--- config.mk ---
export PLATFORM = sky130hd
export DESIGN_NAME = frf_queue
export DESIGN_NICKNAME = d
export VERILOG_FILES = /design/src/rtl/core/frf_pkg.sv /design/src/rtl/core/frf_queue.sv
export SDC_FILE = /design/constraint.sdc
export NUM_CORES = 1
export LEC_CHECK = 0
export ABC_AREA = 0
export CAP_MARGIN = 30
export CORE_UTILIZATION = 49
export DETAILED_ROUTE_END_ITERATION = 8
export DONT_BUFFER_PORTS = 1
export PLACE_DENSITY = 0.73
export SLEW_MARGIN = 20
export SYNTH_ARGS = -nofsm -noshare
export SYNTH_HDL_FRONTEND = slang
export SYNTH_SLANG_ARGS = --single-unit
--- constraint.sdc ---
create_clock -name clk_i -period 3.36 [get_ports clk_i]
set_input_delay 0.168 -clock clk_i [delete_from_list [all_inputs] [get_ports clk_i]]
set_output_delay 0.168 -clock clk_i [all_outputs]
set_load 0.03 [all_outputs]
--- src/rtl/core/frf_pkg.sv ---
`timescale 1ns / 1ps
`default_nettype none
// ----------------------------------------------------------------------------
// frf_pkg
// Shared types, codes and geometry helpers for the frame rotate/flip engine.
// ----------------------------------------------------------------------------
package frf_pkg;

  localparam int unsigned DIM_W      = 11;  // frame dimensions, 1..1024
  localparam int unsigned IDX_W      = 10;  // row and column indexes, 0..1023
  localparam int unsigned PIX_W      = 48;  // packed Y, Cb, Cr
  localparam int unsigned MODE_W     = 3;
  localparam int unsigned CFG_IDX_W  = 2;
  localparam int unsigned CFG_DATA_W = 11;
  localparam int unsigned QDEPTH     = 4;
  localparam int unsigned QPTR_W     = 2;
  localparam int unsigned QCNT_W     = 3;

  localparam logic [DIM_W-1:0] DIM_LIMIT = 11'd1024;

  // Configuration register indexes.
  localparam logic [CFG_IDX_W-1:0] CFG_MODE           = 2'd0;
  localparam logic [CFG_IDX_W-1:0] CFG_FRAME_WIDTH    = 2'd1;
  localparam logic [CFG_IDX_W-1:0] CFG_FRAME_HEIGHT   = 2'd2;
  localparam logic [CFG_IDX_W-1:0] CFG_MAX_OUT_HEIGHT = 2'd3;

  // Command codes.
  localparam logic CMD_STORE = 1'b0;
  localparam logic CMD_FETCH = 1'b1;

  typedef enum logic [MODE_W-1:0] {
    MODE_ROT_RIGHT = 3'd0,
    MODE_ROT_LEFT  = 3'd1,
    MODE_ROT_180   = 3'd2,
    MODE_MIRROR_H  = 3'd3,
    MODE_MIRROR_V  = 3'd4
  } mode_e;

  typedef struct packed {
    logic [MODE_W-1:0] mode;
    logic [DIM_W-1:0]  frame_width;
    logic [DIM_W-1:0]  frame_height;
    logic [DIM_W-1:0]  max_out_height;
  } cfg_t;

  // Derived frame geometry, held in registers next to the configuration.
  typedef struct packed {
    mode_e            mode;
    logic [DIM_W-1:0] ow;    // output width
    logic [DIM_W-1:0] oh;    // output height
    logic [DIM_W-1:0] off;   // crop offset for the 90-degree modes
    logic [DIM_W-1:0] hm1;   // source height - 1
    logic [DIM_W-1:0] wm1;   // source width - 1
    logic [DIM_W-1:0] wmo;   // source width - offset - 1
    logic [DIM_W-1:0] owm1;  // output width - 1
    logic [DIM_W-1:0] ohm1;  // output height - 1
  } geom_t;

  localparam cfg_t CFG_RESET = '{
    mode:           3'd0,
    frame_width:    11'd640,
    frame_height:   11'd480,
    max_out_height: 11'd576
  };

  function automatic logic [DIM_W-1:0] clamp_dim(input logic [DIM_W-1:0] v,
                                                 input logic [DIM_W-1:0] hi);
    logic [DIM_W-1:0] res;
    if (v == '0) begin
      res = {{(DIM_W-1){1'b0}}, 1'b1};
    end else if (v > hi) begin
      res = hi;
    end else begin
      res = v;
    end
    return res;
  endfunction

  function automatic geom_t calc_geom(input cfg_t cfg,
                                      input logic [DIM_W-1:0] lim_w,
                                      input logic [DIM_W-1:0] lim_h);
    geom_t            g;
    logic [DIM_W-1:0] w;
    logic [DIM_W-1:0] h;
    logic [DIM_W-1:0] mh;
    logic [DIM_W-1:0] one;
    one = {{(DIM_W-1){1'b0}}, 1'b1};
    w   = clamp_dim(cfg.frame_width, lim_w);
    h   = clamp_dim(cfg.frame_height, lim_h);
    mh  = clamp_dim(cfg.max_out_height, DIM_LIMIT);
    g.mode = (cfg.mode > MODE_MIRROR_V) ? MODE_MIRROR_V : mode_e'(cfg.mode);
    g.off  = '0;
    if (g.mode == MODE_ROT_RIGHT || g.mode == MODE_ROT_LEFT) begin
      g.ow = h;
      if (w < mh) begin
        g.oh = w;
      end else begin
        g.off = (w - mh) >> 1;
        g.oh  = mh;
      end
    end else begin
      g.ow = w;
      g.oh = h;
    end
    g.hm1  = h - one;
    g.wm1  = w - one;
    g.wmo  = w - g.off - one;
    g.owm1 = g.ow - one;
    g.ohm1 = g.oh - one;
    return g;
  endfunction

endpackage
`default_nettype wire

--- src/rtl/core/frf_queue.sv ---
`timescale 1ns / 1ps
`default_nettype none
// ----------------------------------------------------------------------------
// frf_queue
// Short first-in first-out queue between the front and back parts.
// ----------------------------------------------------------------------------
module frf_queue #(
  parameter int unsigned W = 70
) (
  input  wire logic         clk_i,
  input  wire logic         rst_ni,
  input  wire logic         push_i,
  input  wire logic [W-1:0] data_i,
  output logic              space_o,
  output logic              valid_o,
  output logic [W-1:0]      data_o,
  input  wire logic         pop_i
);

  logic [W-1:0]                 entries_q [frf_pkg::QDEPTH];
  logic [frf_pkg::QPTR_W-1:0]   wr_ptr_q, rd_ptr_q;
  logic [frf_pkg::QCNT_W-1:0]   count_q;
  logic                         do_pop;

  assign valid_o = (count_q != '0);
  assign data_o  = entries_q[rd_ptr_q];
  assign do_pop  = pop_i & valid_o;
  // Keep one slot free for the item that sits in the front stage.
  assign space_o = count_q < frf_pkg::QCNT_W'(frf_pkg::QDEPTH - 1);

  always_ff @(posedge clk_i or negedge rst_ni) begin
    if (!rst_ni) begin
      wr_ptr_q <= '0;
      rd_ptr_q <= '0;
      count_q  <= '0;
    end else begin
      if (push_i) begin
        wr_ptr_q <= wr_ptr_q + 1'b1;
      end
      if (do_pop) begin
        rd_ptr_q <= rd_ptr_q + 1'b1;
      end
      priority if (push_i && !do_pop) begin
        count_q <= count_q + 1'b1;
      end else if (!push_i && do_pop) begin
        count_q <= count_q - 1'b1;
      end else begin
        count_q <= count_q;
      end
    end
  end

  always_ff @(posedge clk_i) begin
    if (push_i) begin
      entries_q[wr_ptr_q] <= data_i;
    end
  end

endmodule
`default_nettype wire

==> results.yml, run 1 <==
critical_path:
  crit_type: "reg2out"
  critPathSlowestCell: "dfrtp_4"
  cp_top_family: "flip-flops"
  crit_fanout: 25
  critPathMaxStageDelay_ns: 0.74
  timing.reg2reg.setup_slack_ns: 1.07
  crit_arrival_ns: 2.40
  required_ns: 3.19
  cp-start-kind: "register"
  path_cells: "buf_4, mux4_2"
  path_buf_inv: 1
  cp-end-kind: "primary output"
global_routing:
  grt_max_degree: 41
  first_global_vias: 4863
  grt_pass1_wl_microns: 27600
  antenna_found_initial: 1
  grt_use_total: 0.166
  overflow: 0
logic_synthesis:
  synth_edf_count: 280
  synth_top_area_frac: 0.795
  synthTopCellsByArea: "edfxtp_1, mux4_2, dfrtp_1"
  ys_ff_latch: 287
  synth.distinct_cells: 21
  synth_ff_type: "edfxtp_1"
  syn_area_per_cell_sq_um: 26.4
  synth.largest_area_cell: "edfxtp_1"
  netlist_area_sq_um: 10600
  yosys_warnings: 0
  netlist_instances: 400
  async_reset_ff_frac: 0.0244
  seq_area_frac_synth: 0.812
  synth_nets: 480
power:
  seqPwrFrac: 0.438
  p_sw_mw: 3.82
  swShare: 0.333
  peakVddDrop_mv: 0.604
  power_leakage_nw: 4.03
  power_density_nw_per_um2: 916
  p_int_mw: 7.64
  pwr-share-clk: 0.263
  p_comb_frac: 0.299
drt:
  num_vias: 4367
  vias_per_cell: 5.51
  firstDrtPassIters: 4
  avgRoutedWirePerCell_microns: 22.6
  ant_nets: 0
  first_iter_violations: 170
  route.detailed.drc: 0
  wirelength_microns: 17900
finish:
  final_nets: 575
  drive_gt1_frac: 0.234
  area_delta_synth_final_pct: 18.4
  final_common_cell: "edfxtp_1"
  final_cell_mix: "edfxtp_1, dlygate4sd3_1, mux4_2"
  fillers: 1466
timing:
  setup-tns-final_ns: 0
  slew_violations: 0
  rsz0062_at_grt: "no"
  hold_viol: 0
  fin_crit_sh: 0.763
  max_freq_ghz: 0.390
  relSlewSlack: 0.557
  max_slew.worst_pin.slew_ns: 0.667
  fin_skew_ns: 0.0102
  setup_slack_ns: 0.796
  period_minus_slack_ns: 2.56
  setup-violations-final: 0
clock_network:
  cts_setup_buffers: 0
  cts_buffers: 28
  cts.sinks: 287
  cts_tree: "done"
  max-clock-path-buffers: 3
  clock-root-buffer: "clkbuf_16"
  cts.clk_slew.worst_paths_ns: 0.06
  insertion_delay_ns: 0.53
  h-tree-depth: 1
placed_design:
  pre_cts_ws_ns: 1.09
  place_hpwl_microns: 10600
  io_buffers: 0
  gp_congestion: 0.734
die:
  fp-row-count: 53
  dieArea_sq_um: 22200
  start_util: 0.501
  io_pins: 146
  die_h_microns: 149
  die-width_microns: 149
  core_sq_um: 21100
run_status:
  outcome: "complete, no violations"
job:
  cap_violations: 0
hold_path:
  hp-class: "in2reg"
sequential cells by signal (all words and copies together) (netlist names):
register	cells
entries_q	280
rd_ptr_q	2
wr_ptr_q	2
count_q	3
per-layer routing:
metal,up-vias,global-route usage,share of wire
met5,-,0,0
met4,0,0.0500,0.026
met3,32,0.0526,0.084
met2,154,0.274,0.50
met1,2269,0.211,0.39
li1,1912,-,-
power by group through the flow:
stage	Sequential [mW]	Clock, mW	Combinational, mW
2_1_floorplan	4.90	0	3.12
3_3_place_gp	5.08	0	3.30
3_5_place_dp	5.11	0	3.39
4_1_cts	5.04	3.08	3.51
5_1_grt	5.10	3.21	3.62
6_report	5.02	3.02	3.43
final timing paths:
kind	cells past startpoint	startpoint	to
max in group asynchronous	2	rst_ni	rd_ptr_q[1]
min in group asynchronous	2	rst_ni	count_q[1]
min reg2reg	1	count_q[2]	count_q[2]
min	1	push_i	entries_q[3][8]
max reg2reg	8	count_q[0]	count_q[2]
max	2	rd_ptr_q[0]	data_o[26]
through the flow:
stage               total power, mW  instances  hold slack (ns)  cell area [sq um]  utilization
floorplan                      8.02        400           -0.128              10600            -
finish                         11.5        792            0.167              12500        0.594
detailed placement             8.51        666           -0.127              10900        0.516
CTS                            11.6        791            0.163              12500        0.594
global placement               8.37        662           -0.127              10800        0.512
global route                   11.9        792            0.167              12500        0.594
what timing repair did:
action / in CTS / in global routing
gates resized for setup: 0 / 0
hold buffers: 74 / 0
endpoints found under the hold margin: 293 / 0
kinds of logic (layout without fill, tap and decap cells):
kind of cell	count (synthesis)	in the layout	share of synthesized area
AND/OR/NAND/NOR	9	9	0.00450
XOR/XNOR	6	6	0.00497
buffers and inverters	19	135	0.0191
adder cells (fa/ha/maj)	6	6	0.00781
other	0	1	0
flip-flops	287	287	0.812
multiplexers	71	71	0.151
AO/OA/AOI/OAI	2	2	0.000946
synth_stat cells (2+ instances only):
cell type,instances
buf_2,7
buf_12,7
inv_1,3
edfxtp_1,280
xnor2_1,3
dfrtp_1,7
xor2_1,3
and2_1,4
ha_1,5
nand2_1,2
mux4_2,68
mux4_1,2
worst reg2reg max path, cell delays in order, from the launching register on:
cell	delay (ns)
dfrtp_1	0.43
or3_1	0.56
nand2_1	0.19
ha_1	0.20
inv_1	0.06
fa_1	0.37
xor2_1	0.15
nor2_1	0.11
xor2_1	0.15
area by class of cell:
class	count	area, sq um	area share
antenna	1	2.50	0.000200
clock buffer	35	748	0.0598
clock inverter	16	148	0.0118
inverter	3	11.3	0.000900
multi-input combinational	94	1800	0.144
sequential	287	8590	0.686
tap	275	344	0.0275
timing repair buffer	81	876	0.0700
Note: power is estimated with default switching activity, not from simulation.
==> inputs of run 2 (changes only) <==
--- a/config.mk
+++ b/config.mk
@@ -10,7 +10,7 @@
 export CORE_UTILIZATION = 49
 export DETAILED_ROUTE_END_ITERATION = 8
 export DONT_BUFFER_PORTS = 1
-export PLACE_DENSITY = 0.73
+export PLACE_DENSITY = 0.75
 export SLEW_MARGIN = 20
 export SYNTH_ARGS = -nofsm -noshare
 export SYNTH_HDL_FRONTEND = slang
==> constraint.sdc (replaced) <==
create_clock -name clk_i -period 2.12 [get_ports clk_i]
set_input_delay 0.106 -clock clk_i [delete_from_list [all_inputs] [get_ports clk_i]]
set_output_delay 0.106 -clock clk_i [all_outputs]
set_load 0.03 [all_outputs]
==> run 2 against run 1 <==
  * Flip-flop and latch count unchanged
  * Sequential power up 56%
  * Worst setup slack worse by 0.77 ns
  * Register-to-register slack worse by 0.99 ns
  * Via count up 3.1%
  * Sequential share of layout area down 1.0 points
  * Largest power group unchanged
  * First-iteration DRC count up 7.6%
  * Utilization up 0.91 points
  * Worst hold slack worse by 0.097 ns
  * Power up 63%
  * Die area unchanged
  * Non-clock buffer count up 11
  * Largest cell class unchanged
==> results.yml, run 2 (synthesis gave the netlist of run 1 again) <==
finish:
  final_cell_mix: "edfxtp_1, dlygate4sd3_1, mux4_2"
  largest_reg_flops: 280
  top_register: "entries_q"
  final_nets: 587
  reg_top3: "entries_q (280), count_q (3)"
  multi_input_comb_area_sq_um: 1810
  fillers: 1430
  regArea_sq_um: 8590
  area_delta_synth_final_pct: 20.2
  final_common_cell: "edfxtp_1"
  final_area_sq_um: 12700
  insertedDiodeCount: 0
  drive_gt1_frac: 0.267
critical_path:
  critPathMaxStageDelay_ns: 0.67
  critPathSlowestCell: "mux4_2"
  crit_arrival_ns: 1.99
  path_buf_inv: 1
  required_ns: 2.01
  cp-end-kind: "primary output"
  path_cells: "buf_4, mux4_2"
  timing.reg2reg.setup_slack_ns: 0.08
  cp_top_family: "multiplexers"
  cp-start-kind: "register"
  crit_fanout: 8
  crit_type: "reg2out"
global_routing:
  grt_max_degree: 36
  first_global_vias: 4861
  grt_pass1_wl_microns: 28400
  overflow: 0
  antenna_found_initial: 0
  grt_use_total: 0.173
power:
  power_leakage_nw: 4.11
  power_density_nw_per_um2: 1470
  finalPower_mw: 18.6
  peakVddDrop_mv: 0.940
timing:
  relSlewSlack: 0.531
  setup_slack_ns: 0.0246
  setup-tns-final_ns: 0
  max_freq_ghz: 0.477
  rsz0062_at_grt: "yes"
  fin_skew_ns: 0.0137
  period_minus_slack_ns: 2.10
  slew_violations: 0
  hold_viol: 0
  max_slew.worst_pin.slew_ns: 0.706
  fin_crit_sh: 0.988
  holdWs_ns: 0.0704
  setup-violations-final: 0
job:
  cap_violations: 0
die:
  start_util: 0.501
  core_sq_um: 21100
  fp-row-count: 53
  io_pins: 146
  dieArea_sq_um: 22200
  die-width_microns: 149
  die_h_microns: 149
placed_design:
  gp_congestion: 0.692
  io_buffers: 0
  place_hpwl_microns: 10900
  pre_cts_ws_ns: 0.0711
  dpl_cell_area_sq_um: 11000
clock_network:
  h-tree-depth: 1
  clock-root-buffer: "clkbuf_16"
  cts.sinks: 287
  insertion_delay_ns: 0.53
  max-clock-path-buffers: 3
  cts.clk_slew.worst_paths_ns: 0.06
  cts_tree: "done"
  cts_buffers: 29
drt:
  num_vias: 4502
  vias_per_cell: 5.63
  avgRoutedWirePerCell_microns: 23.6
  ant_nets: 0
  first_iter_violations: 183
  firstDrtPassIters: 4
  route.detailed.drc: 0
  wirelength_microns: 18900
run_status:
  outcome: "complete, no violations"
hold_path:
  hp-class: "in2reg"
[run 2: cell count changes in the layout (fill, tap and decap cells not counted), moves of 2 or more]
cell / before / now
buf_4: 1 / 5
buf_12: 5 / 11
mux4_1: 2 / 0
clkinvlp_4: 0 / 2
clkbuf_1: 6 / 4
clkbuf_8: 0 / 3
clkinv_1: 6 / 3
mux4_2: 68 / 70
clkinv_2: 7 / 4
[run 2: final cells by class]
cell class                      instances  share of cell area
Clock buffer                           36              0.0615
Multi-Input combinational cell         94               0.142
Inverter                                3            0.000886
Timing Repair Buffer                   92              0.0819
Clock inverter                         13              0.0103
Tap cell                              275              0.0271
Sequential cell                       287               0.676
[run 2: stage by stage]
stage	instances	util
2_1_floorplan	400	-
3_3_place_gp	674	0.522
3_5_place_dp	674	0.522
4_1_cts	799	0.601
5_1_grt	800	0.603
6_report	800	0.603
[run 2: what timing repair did]
item | in CTS | in global routing
pin swaps | 0 | 2
gates resized for setup | 2 | 4
hold buffers | 74 | 0
hold endpoints to repair | 324 | 0
endpoints found under the setup margin | 59 | 45
setup buffers | 2 | 1
[run 2: per-layer routing]
layer  vias to the layer above  track usage  part of all wire
li1                       1930            -                 -
met1                      2379        0.217              0.38
met2                       157        0.291              0.52
met3                        36       0.0520             0.079
met4                         0       0.0520             0.021
met5                         -            0                 0
[run 2: worst paths after layout]
| check | depth (start not counted) | from | endpoint |
|---|---|---|---|
| setup / recovery | 2 | rd_ptr_q[0] | data_o[2] |
| hold / removal | 2 | push_i | entries_q[3][66] |
| setup reg to reg | 8 | count_q[0] | count_q[2] |
| hold reg to reg | 1 | wr_ptr_q[0] | wr_ptr_q[0] |
| max in group asynchronous | 2 | rst_ni | rd_ptr_q[1] |
| min in group asynchronous | 2 | rst_ni | count_q[0] |
[run 2: power by group]
| part | total (mW) | internal, mW | switching (mW) |
|---|---|---|---|
| clock | 4.84 | 2.85 | 2.00 |
| combinational | 5.98 | 2.10 | 3.88 |
| sequential | 7.81 | 7.43 | 0.380 |
| total | 18.6 | 12.4 | 6.26 |
==> inputs of run 3 (changes only) <==
--- a/config.mk
+++ b/config.mk
@@ -10,7 +10,8 @@
 export CORE_UTILIZATION = 49
 export DETAILED_ROUTE_END_ITERATION = 8
 export DONT_BUFFER_PORTS = 1
-export PLACE_DENSITY = 0.75
+export PLACE_DENSITY = 0.73
+export RECOVER_POWER = 25
 export SLEW_MARGIN = 20
 export SYNTH_ARGS = -nofsm -noshare
 export SYNTH_HDL_FRONTEND = slang
==> constraint.sdc (replaced) <==
create_clock -name clk_i -period 2.4 [get_ports clk_i]
set_input_delay 0.12 -clock clk_i [delete_from_list [all_inputs] [get_ports clk_i]]
set_output_delay 0.12 -clock clk_i [all_outputs]
set_load 0.03 [all_outputs]
==> run 3 against run 2 <==
  * Worst setup slack gained 0.15 ns
  * Non-clock buffer count shrank 4
  * Highest routed layer unchanged
  * Clock skew shrank 0.0047 ns
  * Utilization shrank 0.95 points
  * Sequential share of layout area grew 1.1 points
  * Global-route usage shrank 0.80 points
  * Combinational power shrank 16%
  * Critical path type unchanged
==> results.yml, run 3 (synthesis gave the netlist of run 1 again) <==
power:
  peakVddDrop_mv: 0.865
  power_density_nw_per_um2: 1270
  pwr-share-clk: 0.251
  p_sw_mw: 5.35
  p_int_mw: 10.5
  swShare: 0.336
  seqPwrFrac: 0.433
  power_leakage_nw: 4.03
  finalPower_mw: 15.9
  p_comb_frac: 0.316
critical_path:
  crit_fanout: 32
  cp-end-kind: "primary output"
  cp-start-kind: "register"
  required_ns: 2.28
  crit_arrival_ns: 2.10
  crit_type: "reg2out"
finish:
  drive_gt1_frac: 0.241
  reg_top3: "entries_q (280), count_q (3)"
  final_nets: 581
  area_delta_synth_final_pct: 18.3
  largest_reg_flops: 280
  final_cell_mix: "edfxtp_1, dlygate4sd3_1, mux4_2"
  final_common_cell: "edfxtp_1"
  insertedDiodeCount: 0
  top_register: "entries_q"
global_routing:
  overflow: 0
  grt_use_total: 0.165
  grt_max_degree: 59
  grt_pass1_wl_microns: 27300
  antenna_found_initial: 0
  first_global_vias: 4916
drt:
  first_iter_violations: 236
  num_vias: 4427
  wirelength_microns: 18000
  firstDrtPassIters: 4
  ant_nets: 0
  avgRoutedWirePerCell_microns: 22.6
  vias_per_cell: 5.55
  route.detailed.drc: 0
timing:
  max_freq_ghz: 0.450
  rsz0062_at_grt: "no"
  setup_slack_ns: 0.176
  max_slew.worst_pin.slew_ns: 0.757
  fin_crit_sh: 0.926
  slew_violations: 0
  holdWs_ns: 0.0504
  relSlewSlack: 0.497
  hold_viol: 0
  setup-tns-final_ns: 0
  setup-violations-final: 0
  fin_skew_ns: 0.00900
  period_minus_slack_ns: 2.22
clock_network:
  postCtsResizedCells: 0
  max-clock-path-buffers: 3
  h-tree-depth: 1
  cts.clk_slew.worst_paths_ns: 0.06
  cts.sinks: 287
  cts_tree: "done"
  insertion_delay_ns: 0.52
  cts_buffers: 27
  clock-root-buffer: "clkbuf_16"
  cts_setup_buffers: 0
placed_design:
  pre_cts_ws_ns: 0.270
  place_hpwl_microns: 10600
  gp_congestion: 0.705
  io_buffers: 0
die:
  dieArea_sq_um: 22200
  fp-row-count: 53
  die_h_microns: 149
  io_pins: 146
  core_sq_um: 21100
  die-width_microns: 149
  start_util: 0.501
job:
  cap_violations: 0
hold_path:
  hp-class: "in2reg"
run_status:
  outcome: "complete, no violations"
-- run 3: changes by cell type in the layout (fill, tap and decap cells not counted), moves of 2 or more --
cell / previous run / this run
mux4_2: 70 / 68
buf_4: 5 / 7
buf_12: 11 / 7
mux4_1: 0 / 2
clkbuf_1: 4 / 10
clkbuf_8: 3 / 0
clkbuf_16: 29 / 27
-- run 3: cell type report --
type,count,area [sq um]
Tap cell,275,344
Fill cell,1473,8580
Multi-Input combinational cell,94,1800
Sequential cell,287,8590
Timing Repair Buffer,88,933
Clock inverter,13,120
Inverter,3,11.3
Clock buffer,37,713
-- run 3: power by group through the flow --
stage               Clock, mW  Sequential, mW  Combinational [mW]
floorplan                   0            6.82                4.38
global placement            0            6.92                4.93
detailed placement          0            7.00                4.98
CTS                      4.07            6.90                5.14
global route             4.25            6.97                5.32
finish                   3.98            6.89                5.02
-- run 3: worst paths after layout --
check | start | cells after the start | slack [ns] | end
max | rd_ptr_q[0] | 2 | 0.18 | data_o[24]
min | push_i | 1 | 0.05 | entries_q[0][64]
max reg2reg | count_q[0] | 8 | 0.26 | count_q[2]
min reg2reg | count_q[2] | 1 | 0.50 | count_q[2]
max in group asynchronous | rst_ni | 2 | 1.66 | rd_ptr_q[0]
min in group asynchronous | rst_ni | 2 | 0.46 | wr_ptr_q[0]
-- run 3: metal layers --
metal	up-vias	share of wire	track usage	routed length, microns
met2	146	0.52	0.288	9330
met3	30	0.078	0.0492	1410
met1	2333	0.38	0.197	6870
met4	0	0.021	0.0500	386
met5	-	0	0	0
li1	1918	-	-	-
-- run 3: metrics by stage --
stage                      util  area (sq um)  instances
after floorplan               -         10600        400
after global placement    0.519         10900        673
after detailed placement  0.519         10900        673
after CTS                 0.593         12500        797
after global routing      0.593         12500        797
final                     0.593         12500        797
-- run 3: worst max-delay path, cell delays in order (launching register included) --
cell,delay [ns]
dfrtp_4,0.56
buf_12,0.30
mux4_2,0.68
-- run 3: timing repair --
item                                    CTS  global route
hold buffers                             74             0
hold endpoints to repair                308             0
endpoints found under the setup margin    0             0
