--- src/rtl/core/frf_pkg.sv ---
`timescale 1ns / 1ps
`default_nettype none
// ----------------------------------------------------------------------------
// frf_pkg
// Shared types, codes and geometry helpers for the frame rotate/flip engine.
// ----------------------------------------------------------------------------
package frf_pkg;

  localparam int unsigned DIM_W      = 11;  // frame dimensions, 1..1024
  localparam int unsigned IDX_W      = 10;  // row and column indexes, 0..1023
  localparam int unsigned PIX_W      = 48;  // packed Y, Cb, Cr
  localparam int unsigned MODE_W     = 3;
  localparam int unsigned CFG_IDX_W  = 2;
  localparam int unsigned CFG_DATA_W = 11;
  localparam int unsigned QDEPTH     = 4;
  localparam int unsigned QPTR_W     = 2;
  localparam int unsigned QCNT_W     = 3;

  localparam logic [DIM_W-1:0] DIM_LIMIT = 11'd1024;

  // Configuration register indexes.
  localparam logic [CFG_IDX_W-1:0] CFG_MODE           = 2'd0;
  localparam logic [CFG_IDX_W-1:0] CFG_FRAME_WIDTH    = 2'd1;
  localparam logic [CFG_IDX_W-1:0] CFG_FRAME_HEIGHT   = 2'd2;
  localparam logic [CFG_IDX_W-1:0] CFG_MAX_OUT_HEIGHT = 2'd3;

  // Command codes.
  localparam logic CMD_STORE = 1'b0;
  localparam logic CMD_FETCH = 1'b1;

  typedef enum logic [MODE_W-1:0] {
    MODE_ROT_RIGHT = 3'd0,
    MODE_ROT_LEFT  = 3'd1,
    MODE_ROT_180   = 3'd2,
    MODE_MIRROR_H  = 3'd3,
    MODE_MIRROR_V  = 3'd4
  } mode_e;

  typedef struct packed {
    logic [MODE_W-1:0] mode;
    logic [DIM_W-1:0]  frame_width;
    logic [DIM_W-1:0]  frame_height;
    logic [DIM_W-1:0]  max_out_height;
  } cfg_t;

  // Derived frame geometry, held in registers next to the configuration.
  typedef struct packed {
    mode_e            mode;
    logic [DIM_W-1:0] ow;    // output width
    logic [DIM_W-1:0] oh;    // output height
    logic [DIM_W-1:0] off;   // crop offset for the 90-degree modes
    logic [DIM_W-1:0] hm1;   // source height - 1
    logic [DIM_W-1:0] wm1;   // source width - 1
    logic [DIM_W-1:0] wmo;   // source width - offset - 1
    logic [DIM_W-1:0] owm1;  // output width - 1
    logic [DIM_W-1:0] ohm1;  // output height - 1
  } geom_t;

  localparam cfg_t CFG_RESET = '{
    mode:           3'd0,
    frame_width:    11'd640,
    frame_height:   11'd480,
    max_out_height: 11'd576
  };

  function automatic logic [DIM_W-1:0] clamp_dim(input logic [DIM_W-1:0] v,
                                                 input logic [DIM_W-1:0] hi);
    logic [DIM_W-1:0] res;
    if (v == '0) begin
      res = {{(DIM_W-1){1'b0}}, 1'b1};
    end else if (v > hi) begin
      res = hi;
    end else begin
      res = v;
    end
    return res;
  endfunction

  function automatic geom_t calc_geom(input cfg_t cfg,
                                      input logic [DIM_W-1:0] lim_w,
                                      input logic [DIM_W-1:0] lim_h);
    geom_t            g;
    logic [DIM_W-1:0] w;
    logic [DIM_W-1:0] h;
    logic [DIM_W-1:0] mh;
    logic [DIM_W-1:0] one;
    one = {{(DIM_W-1){1'b0}}, 1'b1};
    w   = clamp_dim(cfg.frame_width, lim_w);
    h   = clamp_dim(cfg.frame_height, lim_h);
    mh  = clamp_dim(cfg.max_out_height, DIM_LIMIT);
    g.mode = (cfg.mode > MODE_MIRROR_V) ? MODE_MIRROR_V : mode_e'(cfg.mode);
    g.off  = '0;
    if (g.mode == MODE_ROT_RIGHT || g.mode == MODE_ROT_LEFT) begin
      g.ow = h;
      if (w < mh) begin
        g.oh = w;
      end else begin
        g.off = (w - mh) >> 1;
        g.oh  = mh;
      end
    end else begin
      g.ow = w;
      g.oh = h;
    end
    g.hm1  = h - one;
    g.wm1  = w - one;
    g.wmo  = w - g.off - one;
    g.owm1 = g.ow - one;
    g.ohm1 = g.oh - one;
    return g;
  endfunction

endpackage
`default_nettype wire

--- src/rtl/core/frf_front.sv ---
`timescale 1ns / 1ps
`default_nettype none
// ----------------------------------------------------------------------------
// frf_front
// Holds configuration and geometry, steps the raster counters and turns each
// command into a frame-store address pushed into the operation queue.
// ----------------------------------------------------------------------------
module frf_front #(
  parameter int unsigned MAX_COLUMNS = 1024,
  parameter int unsigned MAX_ROWS    = 1024,
  parameter int unsigned AW          = 20,
  parameter int unsigned EW          = 70
) (
  input  wire logic                              clk_i,
  input  wire logic                              rst_ni,
  input  wire logic                              start_i,
  output logic                                   busy_o,
  input  wire logic                              command_i,
  input  wire logic [frf_pkg::PIX_W-1:0]         pixel_value_i,
  input  wire logic                              cfg_we_i,
  input  wire logic [frf_pkg::CFG_IDX_W-1:0]     cfg_idx_i,
  input  wire logic [frf_pkg::CFG_DATA_W-1:0]    cfg_data_i,
  input  wire logic                              space_i,
  output logic                                   push_o,
  output logic [EW-1:0]                          push_data_o,
  output frf_pkg::geom_t                         geom_o
);

  localparam logic [frf_pkg::DIM_W-1:0] LIM_W =
    frf_pkg::DIM_W'((MAX_COLUMNS < 1024) ? MAX_COLUMNS : 1024);
  localparam logic [frf_pkg::DIM_W-1:0] LIM_H =
    frf_pkg::DIM_W'((MAX_ROWS < 1024) ? MAX_ROWS : 1024);

  frf_pkg::cfg_t  cfg_d, cfg_q;
  frf_pkg::geom_t geom_q;
  logic           accept;

  logic [frf_pkg::IDX_W-1:0] wr_c_d, wr_c_q, wr_r_d, wr_r_q;
  logic [frf_pkg::IDX_W-1:0] rd_x_d, rd_x_q, rd_y_d, rd_y_q;

  logic [frf_pkg::DIM_W-1:0] x_ext, y_ext, row_full, col_full;
  logic                      last_d;

  logic                       st_valid_q;
  logic                       st_fetch_q;
  logic                       st_last_q;
  logic [frf_pkg::IDX_W-1:0]  st_row_q, st_col_q;
  logic [frf_pkg::PIX_W-1:0]  st_pix_q;
  logic [AW-1:0]              addr;

  assign busy_o = ~space_i;
  assign accept = start_i & ~busy_o;
  assign geom_o = geom_q;

  // Configuration writes; every write restarts both raster walks.
  always_comb begin
    cfg_d = cfg_q;
    if (cfg_we_i) begin
      unique case (cfg_idx_i)
        frf_pkg::CFG_MODE:           cfg_d.mode           = cfg_data_i[frf_pkg::MODE_W-1:0];
        frf_pkg::CFG_FRAME_WIDTH:    cfg_d.frame_width    = cfg_data_i;
        frf_pkg::CFG_FRAME_HEIGHT:   cfg_d.frame_height   = cfg_data_i;
        frf_pkg::CFG_MAX_OUT_HEIGHT: cfg_d.max_out_height = cfg_data_i;
        default:                     cfg_d = cfg_q;
      endcase
    end
  end

  always_ff @(posedge clk_i or negedge rst_ni) begin
    if (!rst_ni) begin
      cfg_q  <= frf_pkg::CFG_RESET;
      geom_q <= frf_pkg::calc_geom(frf_pkg::CFG_RESET, LIM_W, LIM_H);
    end else begin
      cfg_q  <= cfg_d;
      geom_q <= frf_pkg::calc_geom(cfg_d, LIM_W, LIM_H);
    end
  end

  // Source position of the next fetch.
  assign x_ext = {1'b0, rd_x_q};
  assign y_ext = {1'b0, rd_y_q};

  always_comb begin
    unique case (geom_q.mode)
      frf_pkg::MODE_ROT_RIGHT: begin
        row_full = geom_q.hm1 - x_ext;
        col_full = geom_q.off + y_ext;
      end
      frf_pkg::MODE_ROT_LEFT: begin
        row_full = x_ext;
        col_full = geom_q.wmo - y_ext;
      end
      frf_pkg::MODE_ROT_180: begin
        row_full = geom_q.hm1 - y_ext;
        col_full = geom_q.wm1 - x_ext;
      end
      frf_pkg::MODE_MIRROR_H: begin
        row_full = y_ext;
        col_full = geom_q.wm1 - x_ext;
      end
      default: begin
        row_full = geom_q.hm1 - y_ext;
        col_full = x_ext;
      end
    endcase
  end

  assign last_d = (x_ext == geom_q.owm1) && (y_ext == geom_q.ohm1);

  // Raster counters for the store walk and the fetch walk.
  always_comb begin
    wr_c_d = wr_c_q;
    wr_r_d = wr_r_q;
    rd_x_d = rd_x_q;
    rd_y_d = rd_y_q;
    if (cfg_we_i) begin
      wr_c_d = '0;
      wr_r_d = '0;
      rd_x_d = '0;
      rd_y_d = '0;
    end else if (accept && command_i == frf_pkg::CMD_STORE) begin
      if ({1'b0, wr_c_q} == geom_q.wm1) begin
        wr_c_d = '0;
        wr_r_d = ({1'b0, wr_r_q} == geom_q.hm1) ? '0 : wr_r_q + 1'b1;
      end else begin
        wr_c_d = wr_c_q + 1'b1;
      end
    end else if (accept) begin
      if (x_ext == geom_q.owm1) begin
        rd_x_d = '0;
        rd_y_d = (y_ext == geom_q.ohm1) ? '0 : rd_y_q + 1'b1;
      end else begin
        rd_x_d = rd_x_q + 1'b1;
      end
    end
  end

  always_ff @(posedge clk_i or negedge rst_ni) begin
    if (!rst_ni) begin
      wr_c_q     <= '0;
      wr_r_q     <= '0;
      rd_x_q     <= '0;
      rd_y_q     <= '0;
      st_valid_q <= 1'b0;
    end else begin
      wr_c_q     <= wr_c_d;
      wr_r_q     <= wr_r_d;
      rd_x_q     <= rd_x_d;
      rd_y_q     <= rd_y_d;
      st_valid_q <= accept;
    end
  end

  always_ff @(posedge clk_i) begin
    if (accept) begin
      st_fetch_q <= command_i;
      st_pix_q   <= pixel_value_i;
      if (command_i == frf_pkg::CMD_STORE) begin
        st_row_q  <= wr_r_q;
        st_col_q  <= wr_c_q;
        st_last_q <= 1'b0;
      end else begin
        st_row_q  <= row_full[frf_pkg::IDX_W-1:0];
        st_col_q  <= col_full[frf_pkg::IDX_W-1:0];
        st_last_q <= last_d;
      end
    end
  end

  // Row stride is the column capacity of the store.
  assign addr        = AW'(st_row_q) * AW'(MAX_COLUMNS) + AW'(st_col_q);
  assign push_o      = st_valid_q;
  assign push_data_o = {st_fetch_q, st_last_q, st_pix_q, addr};

endmodule
`default_nettype wire

--- config.mk ---
export PLATFORM = sky130hd
export DESIGN_NAME = frf_front
export DESIGN_NICKNAME = d
export VERILOG_FILES = /design/src/rtl/core/frf_pkg.sv /design/src/rtl/core/frf_front.sv
export SDC_FILE = /design/constraint.sdc
export NUM_CORES = 1
export LEC_CHECK = 0
export BUFFER_PORTS_ARGS = -buffer_cell sky130_fd_sc_hd__buf_2
export CORE_UTILIZATION = 45
export DETAILED_ROUTE_END_ITERATION = 12
export HOLD_SLACK_MARGIN = 0.05
export PLACE_DENSITY = 0.74
export RECOVER_POWER = 50
export SLEW_MARGIN = 10
export SYNTH_ARGS = -nofsm -noshare
export SYNTH_HDL_FRONTEND = slang
export SYNTH_SLANG_ARGS = --single-unit
--- constraint.sdc ---
create_clock -name clk_i -period 7.4 [get_ports clk_i]
set_input_delay 1.11 -clock clk_i [delete_from_list [all_inputs] [get_ports clk_i]]
set_output_delay 1.11 -clock clk_i [all_outputs]
set_load 0.01 [all_outputs]
==> metrics.md, run 1 <==
| Metric | Value |
|---|---|
| Status | `finished, violations left` |
| Failing checks | `max-capacitance violations, max-slew violations` |
| Drt first-iter violations | `776` |
| DR DRC count | `0` |
| Slew Viols, Final | `245` |
| F_max | `0.154 GHz` |
| Num CTS Buffers | `26` |
| Endpoints failing hold | `0` |
| CTS tree | `yes` |
| Setup-failing EPs final | `0` |
| Vias/cell | `5.62` |
| Gpl congestion | `0.937` |
| Mean Syn Cell Area | `10.3 µm²` |
| Maximum root-to-sink buffer count | `3` |
| Die Y-Extent | `173 µm` |
| Total grt overflow | `0` |
| Row count | `62` |
| CTS Sinks | `236` |
| Via count | `10700` |
| Largest fanout on the critical path | `18` |
| Top cells by area, synth | `dfrtp_1, edfxtp_1, dfstp_2, ha_1, xor2_1` |
| Hold Path Stages | `1` |
| Max-Cap Viols | `4` |
| Min-delay src | `cfg_q[33]$_DFF_PN0_` |
| Worst Hold Class | `register to register` |
| Hold Path End | `cfg_q[33]$_DFF_PN0_` |
| Slowest Stage Delay on Critical Path | `0.51 ns` |
| FILL cells | `2612` |
| Area grow syn2layout | `17.3%` |
| Critical path capture point type | `register` |
| Synth cell types | `80` |
| Dpl hpwl | `29.4 mm` |
| Synth area leader | `dfrtp_1` |
| Post-Route WL | `38.5 mm` |
| Arr. time, crit path | `6.98 ns` |
| Synth top cells by count | `dfrtp_1, inv_1, nor2_1, nand2_1, o21ai_0` |
| Share of layout cells above drive strength 1 | `0.180` |
| Starting Density | `0.456` |
| R2R depth | `21` |
| RSZ-0062 raised after global routing | `false` |
| R2R setup slack | `1.80 ns` |
| CTS root buf | `clkbuf_16` |
| Mapped Area | `13100 µm²` |
| Critical path class | `primary input to register` |
| Clock slew at reported path FFs | `0.06 ns` |
| Die footprint | `29800 µm²` |
| # diodes | `0` |
| Number of global-route vias before repair | `10200` |
| Top-count cell post-synth | `dfrtp_1` |
| H-tree Lvls | `1` |
| DRT Pass-1 Iters | `7` |
| Most frequent CP cell | `a21oi_1` |
| Syn Nets | `1406` |
| VDD IR-drop max | `250 µV` |
| Tmin final | `6.51 ns` |
| Number of flops mapped to enable cells by yosys | `70` |
| Prevailing post-synth register cell | `dfrtp_1` |
| Yosys top cell area share | `0.216` |
| CORE AREA | `28700 µm²` |
| Leak pwr | `6.80 nW` |
| Gr usage total | `0.253` |
| Gate Count Post-Synth | `1269` |
| Routed Antenna Nets | `0` |
| Wire per inst | `20.3 µm` |
| CP Data Required Time | `7.87 ns` |
| Initial antenna violation count | `0` |
| Storage cell area | `6320 µm²` |
| Worst Skew | `0.0207 ns` |
| Synth warn | `0` |
| Setup TNS | `0 ns` |
| Resized cells post-CTS | `0` |
| Die Width | `173 µm` |
| Later-pin clock latency in the skew report | `0.56 ns` |
| Wire length of the first global-routing pass | `58.7 mm` |
| Ys async rst share | `0.703` |
| Seq/Total Area, Yosys | `0.483` |
| Area occupied by multi-input gates | `6210 µm²` |
| Number of buffers added for setup after CTS | `0` |
| Synthesis-stage register bit count | `236` |
| Slew @ Worst Pin | `4.96 ns` |
| Slowest cell on crit path | `fa_1` |
| Total power | `5.40 mW` |
| IO Port Bufs | `228` |
| R2r endpoint | `geom_o[32]$_DFF_PN0_` |
| Final net count | `1630` |
| CP Launch Type | `primary input` |
| Max_slew headroom | `-2.31` |
| R2R Path Start | `cfg_q[32]$_DFF_PN0_` |
| Period utilization | `0.880` |
| CTS Hold Bufs | `0` |
| Largest net degree at the start of global routing | `91` |
| Ports | `230` |
| Power density over the cells | `351 nW/µm²` |
[power breakdown]
part           internal, mW  total (mW)  switching, mW  leakage, nW
sequential             1.71        1.97          0.267         2.66
clock                 0.803        1.33          0.530        0.423
combinational         0.846        2.09           1.24         3.72
[state kept, by name (all words and copies together), names as in the netlist]
name        cells
st_last_q       1
geom_o         89
wr_c_q         10
st_col_q       10
st_pix_q       48
rd_x_q         10
cfg_q          36
st_fetch_q      1
rd_y_q         10
st_row_q       10
push_o          1
wr_r_q         10
[how the worst max path moves through the flow]
stage                        start              endpoint  slack, ns
after detailed placement  cfg_we_i  geom_o[32]$_DFF_PN0_       0.50
after floorplan           cfg_we_i  geom_o[32]$_DFF_PN0_       1.45
after global routing        rst_ni  geom_o[68]$_DFF_PN0_       0.23
after CTS                 cfg_we_i  geom_o[32]$_DFF_PN0_       1.04
after global placement    cfg_we_i  geom_o[32]$_DFF_PN0_       0.57
final                     cfg_we_i  geom_o[32]$_DFF_PN0_       0.89
[cells by family (layout without fill, tap and decap cells)]
logic type                 after synthesis  after routing  synth area share
and+or+nand+nor                        370            370             0.141
AOI/OAI and AO/OA                      263            263             0.129
DFF                                    236            236             0.483
buffers and inverters                  144            388            0.0434
xor gates and xnor gates               120            120            0.0802
adders and majority gates               70             70            0.0703
muxes                                   65             65            0.0536
other                                    1              1          0.000286
[layer usage]
metal | track usage | share of wire | wire, µm | vias to the layer above
met5 | 0 | 0 | 0 | -
met4 | 0.108 | 0.045 | 1710 | 0
met3 | 0.0356 | 0.064 | 2450 | 111
met2 | 0.431 | 0.48 | 18500 | 509
met1 | 0.323 | 0.41 | 15800 | 5127
li1 | - | - | - | 4908
[per-stage QoR]
step                      std cells   util  hold slack (ns)  cell area (µm²)  setup WS, ns
after floorplan                1269      -            0.466            13100          1.45
after global placement         1849  0.510            0.479            14600         0.573
after detailed placement       1849  0.510            0.489            14600         0.501
after CTS                      1897  0.541            0.502            15500          1.04
after global routing           1897  0.535            0.528            15400         0.232
final                          1897  0.535            0.500            15400         0.890
[cell usage in the layout (no fill, tap or decap), types with 6 or more instances in the layout]
| cell type | netlist | layout |
|---|---|---|
| clkbuf_1 | 30 | 122 |
| buf_2 | 7 | 118 |
| dfrtp_1 | 113 | 113 |
| inv_1 | 95 | 95 |
| nor2_1 | 93 | 93 |
| nand2_1 | 90 | 90 |
| o21ai_0 | 83 | 84 |
| edfxtp_1 | 70 | 70 |
| a21oi_1 | 69 | 69 |
| xor2_1 | 64 | 64 |
| ha_1 | 64 | 64 |
| xnor2_1 | 56 | 56 |
| dfstp_2 | 53 | 53 |
| nor3_1 | 39 | 38 |
| mux2i_1 | 30 | 30 |
| nand3_1 | 28 | 29 |
| clkbuf_16 | 0 | 26 |
| mux2_2 | 33 | 24 |
| a21o_1 | 19 | 19 |
| nor2b_1 | 18 | 18 |
| nor4_1 | 16 | 16 |
| nand2b_1 | 14 | 14 |
| and3_1 | 14 | 14 |
| and2_1 | 14 | 13 |
| buf_4 | 5 | 13 |
| mux2_1 | 0 | 11 |
| o31ai_1 | 12 | 11 |
| o21bai_1 | 9 | 9 |
| or3_1 | 8 | 8 |
| o211ai_1 | 7 | 7 |
| a21boi_0 | 6 | 6 |
| nand4_1 | 6 | 6 |
| a211oi_1 | 6 | 6 |
| or2_2 | 6 | 6 |
| fa_1 | 6 | 6 |
[layout make-up]
| cell class | instances | share of cell area |
|---|---|---|
| clock buffers | 37 | 0.0457 |
| flip-flops and latches | 236 | 0.412 |
| repair buffers | 244 | 0.0725 |
| inverters | 96 | 0.0235 |
| multi-input cells | 889 | 0.404 |
| well taps | 384 | 0.0313 |
| clock inverters | 11 | 0.0115 |
[critical path: cells and delay by family]
kind | cells | cell delay, ns
fa+ha+maj | 2 | 0.86
buf+inv | 4 | 0.81
compound gates | 8 | 1.69
xor+xnor | 1 | 0.13
simple gates | 9 | 1.95
mux | 1 | 0.44
(Power assumes the default switching activity.)
==> run 2, diff against run 1 <==
CORE_MARGIN = 2   (was not set)
RECOVER_POWER = not set   (was 50)
SLEW_MARGIN = 20   (was 10)
==> run 2 against run 1 <==
  * The flow now finishes without violations
  * Highest routed layer unchanged
  * Final cell count up 0.21%
  * Sequential share of layout area is 0.68 points lower
  * Count of clock-buffer cells in the layout is 1 higher
==> metrics.md, run 2 (synthesis gave the netlist of run 1 again) <==
| Metric | Value |
|---|---|
| Arr. time, crit path | `6.90 ns` |
| R2R depth | `23` |
| Row count | `62` |
| CTS Hold Bufs | `0` |
| Status | `complete, no violations` |
| IO Port Bufs | `228` |
| Via count | `10700` |
| VDD IR-drop max | `192 µV` |
| Initial antenna violation count | `0` |
| Setup TNS | `0 ns` |
| Drt first-iter violations | `902` |
| Slew Viols, Final | `0` |
| Wire length of the first global-routing pass | `59.3 mm` |
| Leak pwr | `7.21 nW` |
| Critical path capture point type | `register` |
| Final WS setup | `0.961 ns` |
| Post-place setup slack | `0.502 ns` |
| Max-Cap Viols | `0` |
| Die Y-Extent | `175 µm` |
| Routed metal-1 wirelength | `15.7 mm` |
| Resized cells post-CTS | `0` |
| Post-route cell area | `15600 µm²` |
| Vias/cell | `5.61` |
| Final net count | `1634` |
| Worst Skew | `0.0121 ns` |
| Final Non-Filler Cells | `1901` |
| DR DRC count | `0` |
| Critical path class | `primary input to register` |
| Period utilization | `0.870` |
| Most frequent cells in the layout | `buf_2, dfrtp_1, inv_1` |
| CORE AREA | `28700 µm²` |
| R2R setup slack | `1.82 ns` |
| Tmin final | `6.44 ns` |
| Hold Path Stages | `1` |
| Number of buffers added for setup after CTS | `0` |
| DR WL met3 | `2.90 mm` |
| CP startpoint | `cfg_we_i` |
| Setup-failing EPs final | `0` |
| R2R Path Start | `cfg_q[32]$_DFF_PN0_` |
| Placed insts | `1852` |
| Routed Antenna Nets | `0` |
| Num CTS Buffers | `26` |
| Most common cell after layout, fill and taps aside | `buf_2` |
| Maximum root-to-sink buffer count | `3` |
| Max_slew headroom | `0.292` |
| Total power | `5.47 mW` |
| Largest net degree at the start of global routing | `88` |
| Met2 WL post-DR | `18.7 mm` |
| # diodes | `0` |
| Ports | `230` |
| Power density over the cells | `350 nW/µm²` |
| Post-Route Utilization | `0.544` |
| CTS Sinks | `236` |
| Min-delay src | `cfg_q[0]$_DFF_PN0_` |
| CP Launch Type | `primary input` |
| Worst Hold Class | `register to register` |
| Post-Route WL | `39.1 mm` |
| Hold Path End | `cfg_q[0]$_DFF_PN0_` |
| H-tree Lvls | `1` |
| Clock slew at reported path FFs | `0.06 ns` |
| DP Area | `14700 µm²` |
| DRT Pass-1 Iters | `8` |
| F_max | `0.155 GHz` |
| FILL cells | `2495` |
| Endpoints failing hold | `0` |
| Slew @ Worst Pin | `1.06 ns` |
| Area grow syn2layout | `19.2%` |
| Share of layout cells above drive strength 1 | `0.268` |
| CTS root buf | `clkbuf_16` |
| CP Data Required Time | `7.86 ns` |
| Total grt overflow | `0` |
| Gpl congestion | `0.974` |
| CTS tree | `yes` |
| RSZ-0062 raised after global routing | `false` |
| Highest metal used | `met4` |
| Starting Density | `0.456` |
| Dpl hpwl | `29.7 mm` |
| Later-pin clock latency in the skew report | `0.54 ns` |
| Largest register FFs | `89` |
| R2r endpoint | `geom_o[32]$_DFF_PN0_` |
| Die footprint | `30500 µm²` |
| Largest fanout on the critical path | `18` |
| Number of global-route vias before repair | `10400` |
| Die Width | `175 µm` |
| Gr usage total | `0.251` |
| Fin Hold WS | `0.507 ns` |
| Wire per inst | `20.6 µm` |
-- run 2: cell count changes in the layout (fill, tap and decap cells not counted), moves of 2 or more --
cell | before | now
buf_2 | 118 | 227
buf_4 | 13 | 19
bufinv_16 | 4 | 2
clkbuf_1 | 122 | 4
clkbuf_16 | 26 | 29
clkbuf_4 | 0 | 2
clkbuf_8 | 1 | 3
mux2_1 | 11 | 0
mux2_2 | 24 | 33
mux2_4 | 0 | 2
-- run 2: routing by layer --
layer / up-vias / global-route usage
met2: 507 / 0.420
li1: 4896 / -
met4: 0 / 0.109
met3: 104 / 0.0418
met1: 5158 / 0.321
met5: - / 0
-- run 2: layout make-up --
| type | instances | area (µm²) | share of cell area |
|---|---|---|---|
| Sequential cell | 236 | 6320 | 0.405 |
| Multi-Input combinational cell | 889 | 6220 | 0.398 |
| Timing Repair Buffer | 248 | 1320 | 0.0844 |
| Clock buffer | 38 | 797 | 0.0510 |
| Tap cell | 384 | 480 | 0.0308 |
| Inverter | 96 | 360 | 0.0231 |
| Clock inverter | 10 | 123 | 0.00785 |
-- run 2: worst max path at each step --
stage,to,slack [ns]
floorplan,geom_o[32]$_DFF_PN0_,1.45
detailed placement,geom_o[32]$_DFF_PN0_,0.50
finish,geom_o[32]$_DFF_PN0_,0.96
CTS,geom_o[32]$_DFF_PN0_,1.05
global placement,geom_o[32]$_DFF_PN0_,0.71
global route,geom_o[32]$_DFF_PN0_,0.48
-- run 2: critical path, cell delays in order --
cell and delay [ns]:
buf_2 0.35, nand3b_4 0.27, mux2i_1 0.47, buf_4 0.25
and2_1 0.39, ha_1 0.28, inv_1 0.05, o21ai_0 0.22
a211oi_1 0.12, buf_4 0.17, o21ai_0 0.33, nor2_2 0.16
nor2_1 0.45, nand2_1 0.23, fa_1 0.51, a21o_1 0.17
a21oi_1 0.21, o21bai_1 0.10, a21oi_1 0.23, nor2b_1 0.08
o21a_1 0.18, o21ai_0 0.16, nand2b_1 0.08, a21oi_1 0.17
xnor2_1 0.13
-- run 2: power breakdown --
group / switching, mW / internal [mW] / total, mW
logic: 1.25 / 0.885 / 2.14
clock network: 0.540 / 0.822 / 1.36
registers: 0.261 / 1.71 / 1.97
==> run 3, diff against run 2 <==
CORE_MARGIN = not set   (was 2)
CORE_UTILIZATION = 50   (was 45)
PLACE_DENSITY = 0.81   (was 0.74)
==> run 3 against run 2 <==
  * Power up 0.43%
  * Core utilization up 6.6 points
  * Die area down 12%
  * Count of clock-buffer cells in the layout down 2
  * Combinational power about the same
  * Critical endpoint is now geom_o[31]$_DFF_PN1_
  * Non-clock buffer count down 5
  * Worst setup slack better by 0.11 ns
  * Register-to-register slack better by 0.08 ns
  * Final cell count down 2.9%
  * Clock skew up 0.0075 ns
  * Largest cell class unchanged
  * Fmax up 1.8%
==> metrics.md, run 3 (synthesis gave the netlist of run 1 again) <==
| Metric | Value |
|---|---|
| Initial antenna violation count | `0` |
| Gr usage total | `0.278` |
| Largest fanout on the critical path | `18` |
| Max-Cap Viols | `0` |
| Die footprint | `26800 µm²` |
| Gpl congestion | `0.990` |
| Worst Skew | `0.0196 ns` |
| Die Y-Extent | `164 µm` |
| Buf/Inv on CP | `2` |
| Slew Viols, Final | `0` |
| Slowest cell on crit path | `a211oi_1` |
| Slew @ Worst Pin | `1.03 ns` |
| Post-route cell area | `15500 µm²` |
| Ports | `230` |
| Worst Hold Class | `register to register` |
| Final WS setup | `1.07 ns` |
| Dpl hpwl | `28.1 mm` |
| Most common cell after layout, fill and taps aside | `buf_2` |
| CP startpoint | `cfg_we_i` |
| Critical path class | `primary input to register` |
| CTS Hold Bufs | `0` |
| IO Port Bufs | `228` |
| Slowest Stage Delay on Critical Path | `0.58 ns` |
| Leak pwr | `7.19 nW` |
| Resized cells post-CTS | `0` |
| Placed insts | `1794` |
| CORE AREA | `25500 µm²` |
| DRT Pass-1 Iters | `6` |
| Final Non-Filler Cells | `1845` |
| RSZ-0062 raised after global routing | `false` |
| Setup-failing EPs final | `0` |
| Power density over the cells | `353 nW/µm²` |
| CP Launch Type | `primary input` |
| DP Area | `14600 µm²` |
| Wire length of the first global-routing pass | `57.0 mm` |
| Starting Density | `0.514` |
| Min-delay src | `cfg_q[33]$_DFF_PN0_` |
| Row count | `58` |
| CP Data Required Time | `7.86 ns` |
| F_max | `0.158 GHz` |
| CTS tree | `yes` |
| Largest net degree at the start of global routing | `85` |
| Number of global-route vias before repair | `10300` |
| Final net count | `1630` |
| Post-Route Utilization | `0.610` |
| Most frequent cells in the layout | `buf_2, dfrtp_1, inv_1` |
| Wire per inst | `20.2 µm` |
| Clock slew at reported path FFs | `0.06 ns` |
| H-tree Lvls | `1` |
| Tmin final | `6.33 ns` |
| Arr. time, crit path | `6.79 ns` |
| Drt first-iter violations | `1162` |
| Max_slew headroom | `0.309` |
| Total grt overflow | `0` |
| Vias/cell | `5.74` |
| CP top delay family | `compound AO/OA/AOI/OAI gates` |
| CTS root buf | `clkbuf_16` |
| Post-place setup slack | `0.705 ns` |
| Endpoints failing hold | `0` |
| Die Width | `164 µm` |
| DR DRC count | `0` |
| Most frequent CP cell | `a21oi_1` |
| CTS Sinks | `236` |
| Share of layout cells above drive strength 1 | `0.269` |
| R2R Path Start | `cfg_q[5]$_DFF_PN0_` |
| Routed Antenna Nets | `0` |
| Area grow syn2layout | `18.7%` |
| Setup TNS | `0 ns` |
| Crit path cell chain | `buf_2 > nand3b_4 > mux2i_1 > buf_4 > and2_1 > ha_1 > nand4_1 > nor2_1 > a211oi_1 > o21ai_0 > nor2_2 > nor2_1 > nand2_1 > ha_1 > a21o_1 > a21oi_1 > o21bai_1 > a21oi_1 > nor2b_1 > o21a_1 > o21ai_0 > nand2b_1 > a21oi_1 > xnor2_1` |
| Later-pin clock latency in the skew report | `0.54 ns` |
| Number of buffers added for setup after CTS | `0` |
| VDD IR-drop max | `230 µV` |
| Via count | `10600` |
| Critical path capture point type | `register` |
| Post-Route WL | `37.3 mm` |
| Num CTS Buffers | `27` |
| Maximum root-to-sink buffer count | `3` |
| Largest register FFs | `89` |
| Status | `complete, no violations` |
| Period utilization | `0.855` |
-- run 3: changes by cell type in the layout (fill, tap and decap cells not counted), sizes merged --
cell / before / now
clkinvlp: 1 / 2
clkinv: 6 / 5
buf: 248 / 243
diode: 0 / 1
inv: 97 / 101
clkbuf: 38 / 36
-- run 3: final timing paths --
path	to	slack [ns]	depth (start not counted)
min	cfg_q[33]$_DFF_PN0_	0.51	1
max reg2reg	geom_o[31]$_DFF_PN1_	1.90	24
max	geom_o[31]$_DFF_PN1_	1.07	24
min reg2reg	cfg_q[33]$_DFF_PN0_	0.51	1
min in group asynchronous	geom_o[59]$_DFF_PN0_	0.63	1
max in group asynchronous	cfg_q[32]$_DFF_PN0_	5.53	2
-- run 3: worst reg2reg max path, delay by kind of cell, from the launching register on --
family                     cells  cell delay, ns
xor gates and xnor gates       2            0.28
and+or+nand+nor                8            1.50
AOI/OAI and AO/OA             12            2.66
adders and majority gates      2            0.61
DFF                            1            0.37
-- run 3: area by class of cell --
type	instances	area (µm²)
Tap cell	330	413
Inverter	96	360
Timing Repair Buffer	243	1260
Clock inverter	14	150
Antenna cell	1	2.50
Sequential cell	236	6320
Multi-Input combinational cell	889	6220
Fill cell	2076	9930
Clock buffer	36	812
-- run 3: metrics by stage --
step / hold WS, ns / power (mW)
2_1_floorplan: 0.466 / 3.33
3_3_place_gp: 0.485 / 4.02
3_5_place_dp: 0.490 / 4.06
4_1_cts: 0.506 / 5.48
5_1_grt: 0.525 / 5.79
6_report: 0.506 / 5.49
-- run 3: layer usage --
layer | global-route usage | part of all wire
met2 | 0.461 | 0.47
met3 | 0.0407 | 0.074
met1 | 0.358 | 0.41
met5 | 0 | 0
met4 | 0.129 | 0.046
-- run 3: power by group --
group / switching (mW) / total (mW) / internal, mW / leakage, nW
Combinational: 1.25 / 2.12 / 0.876 / 4.06
Sequential: 0.259 / 1.96 / 1.70 / 2.66
Clock: 0.557 / 1.41 / 0.848 / 0.473
Total: 2.06 / 5.49 / 3.43 / 7.19
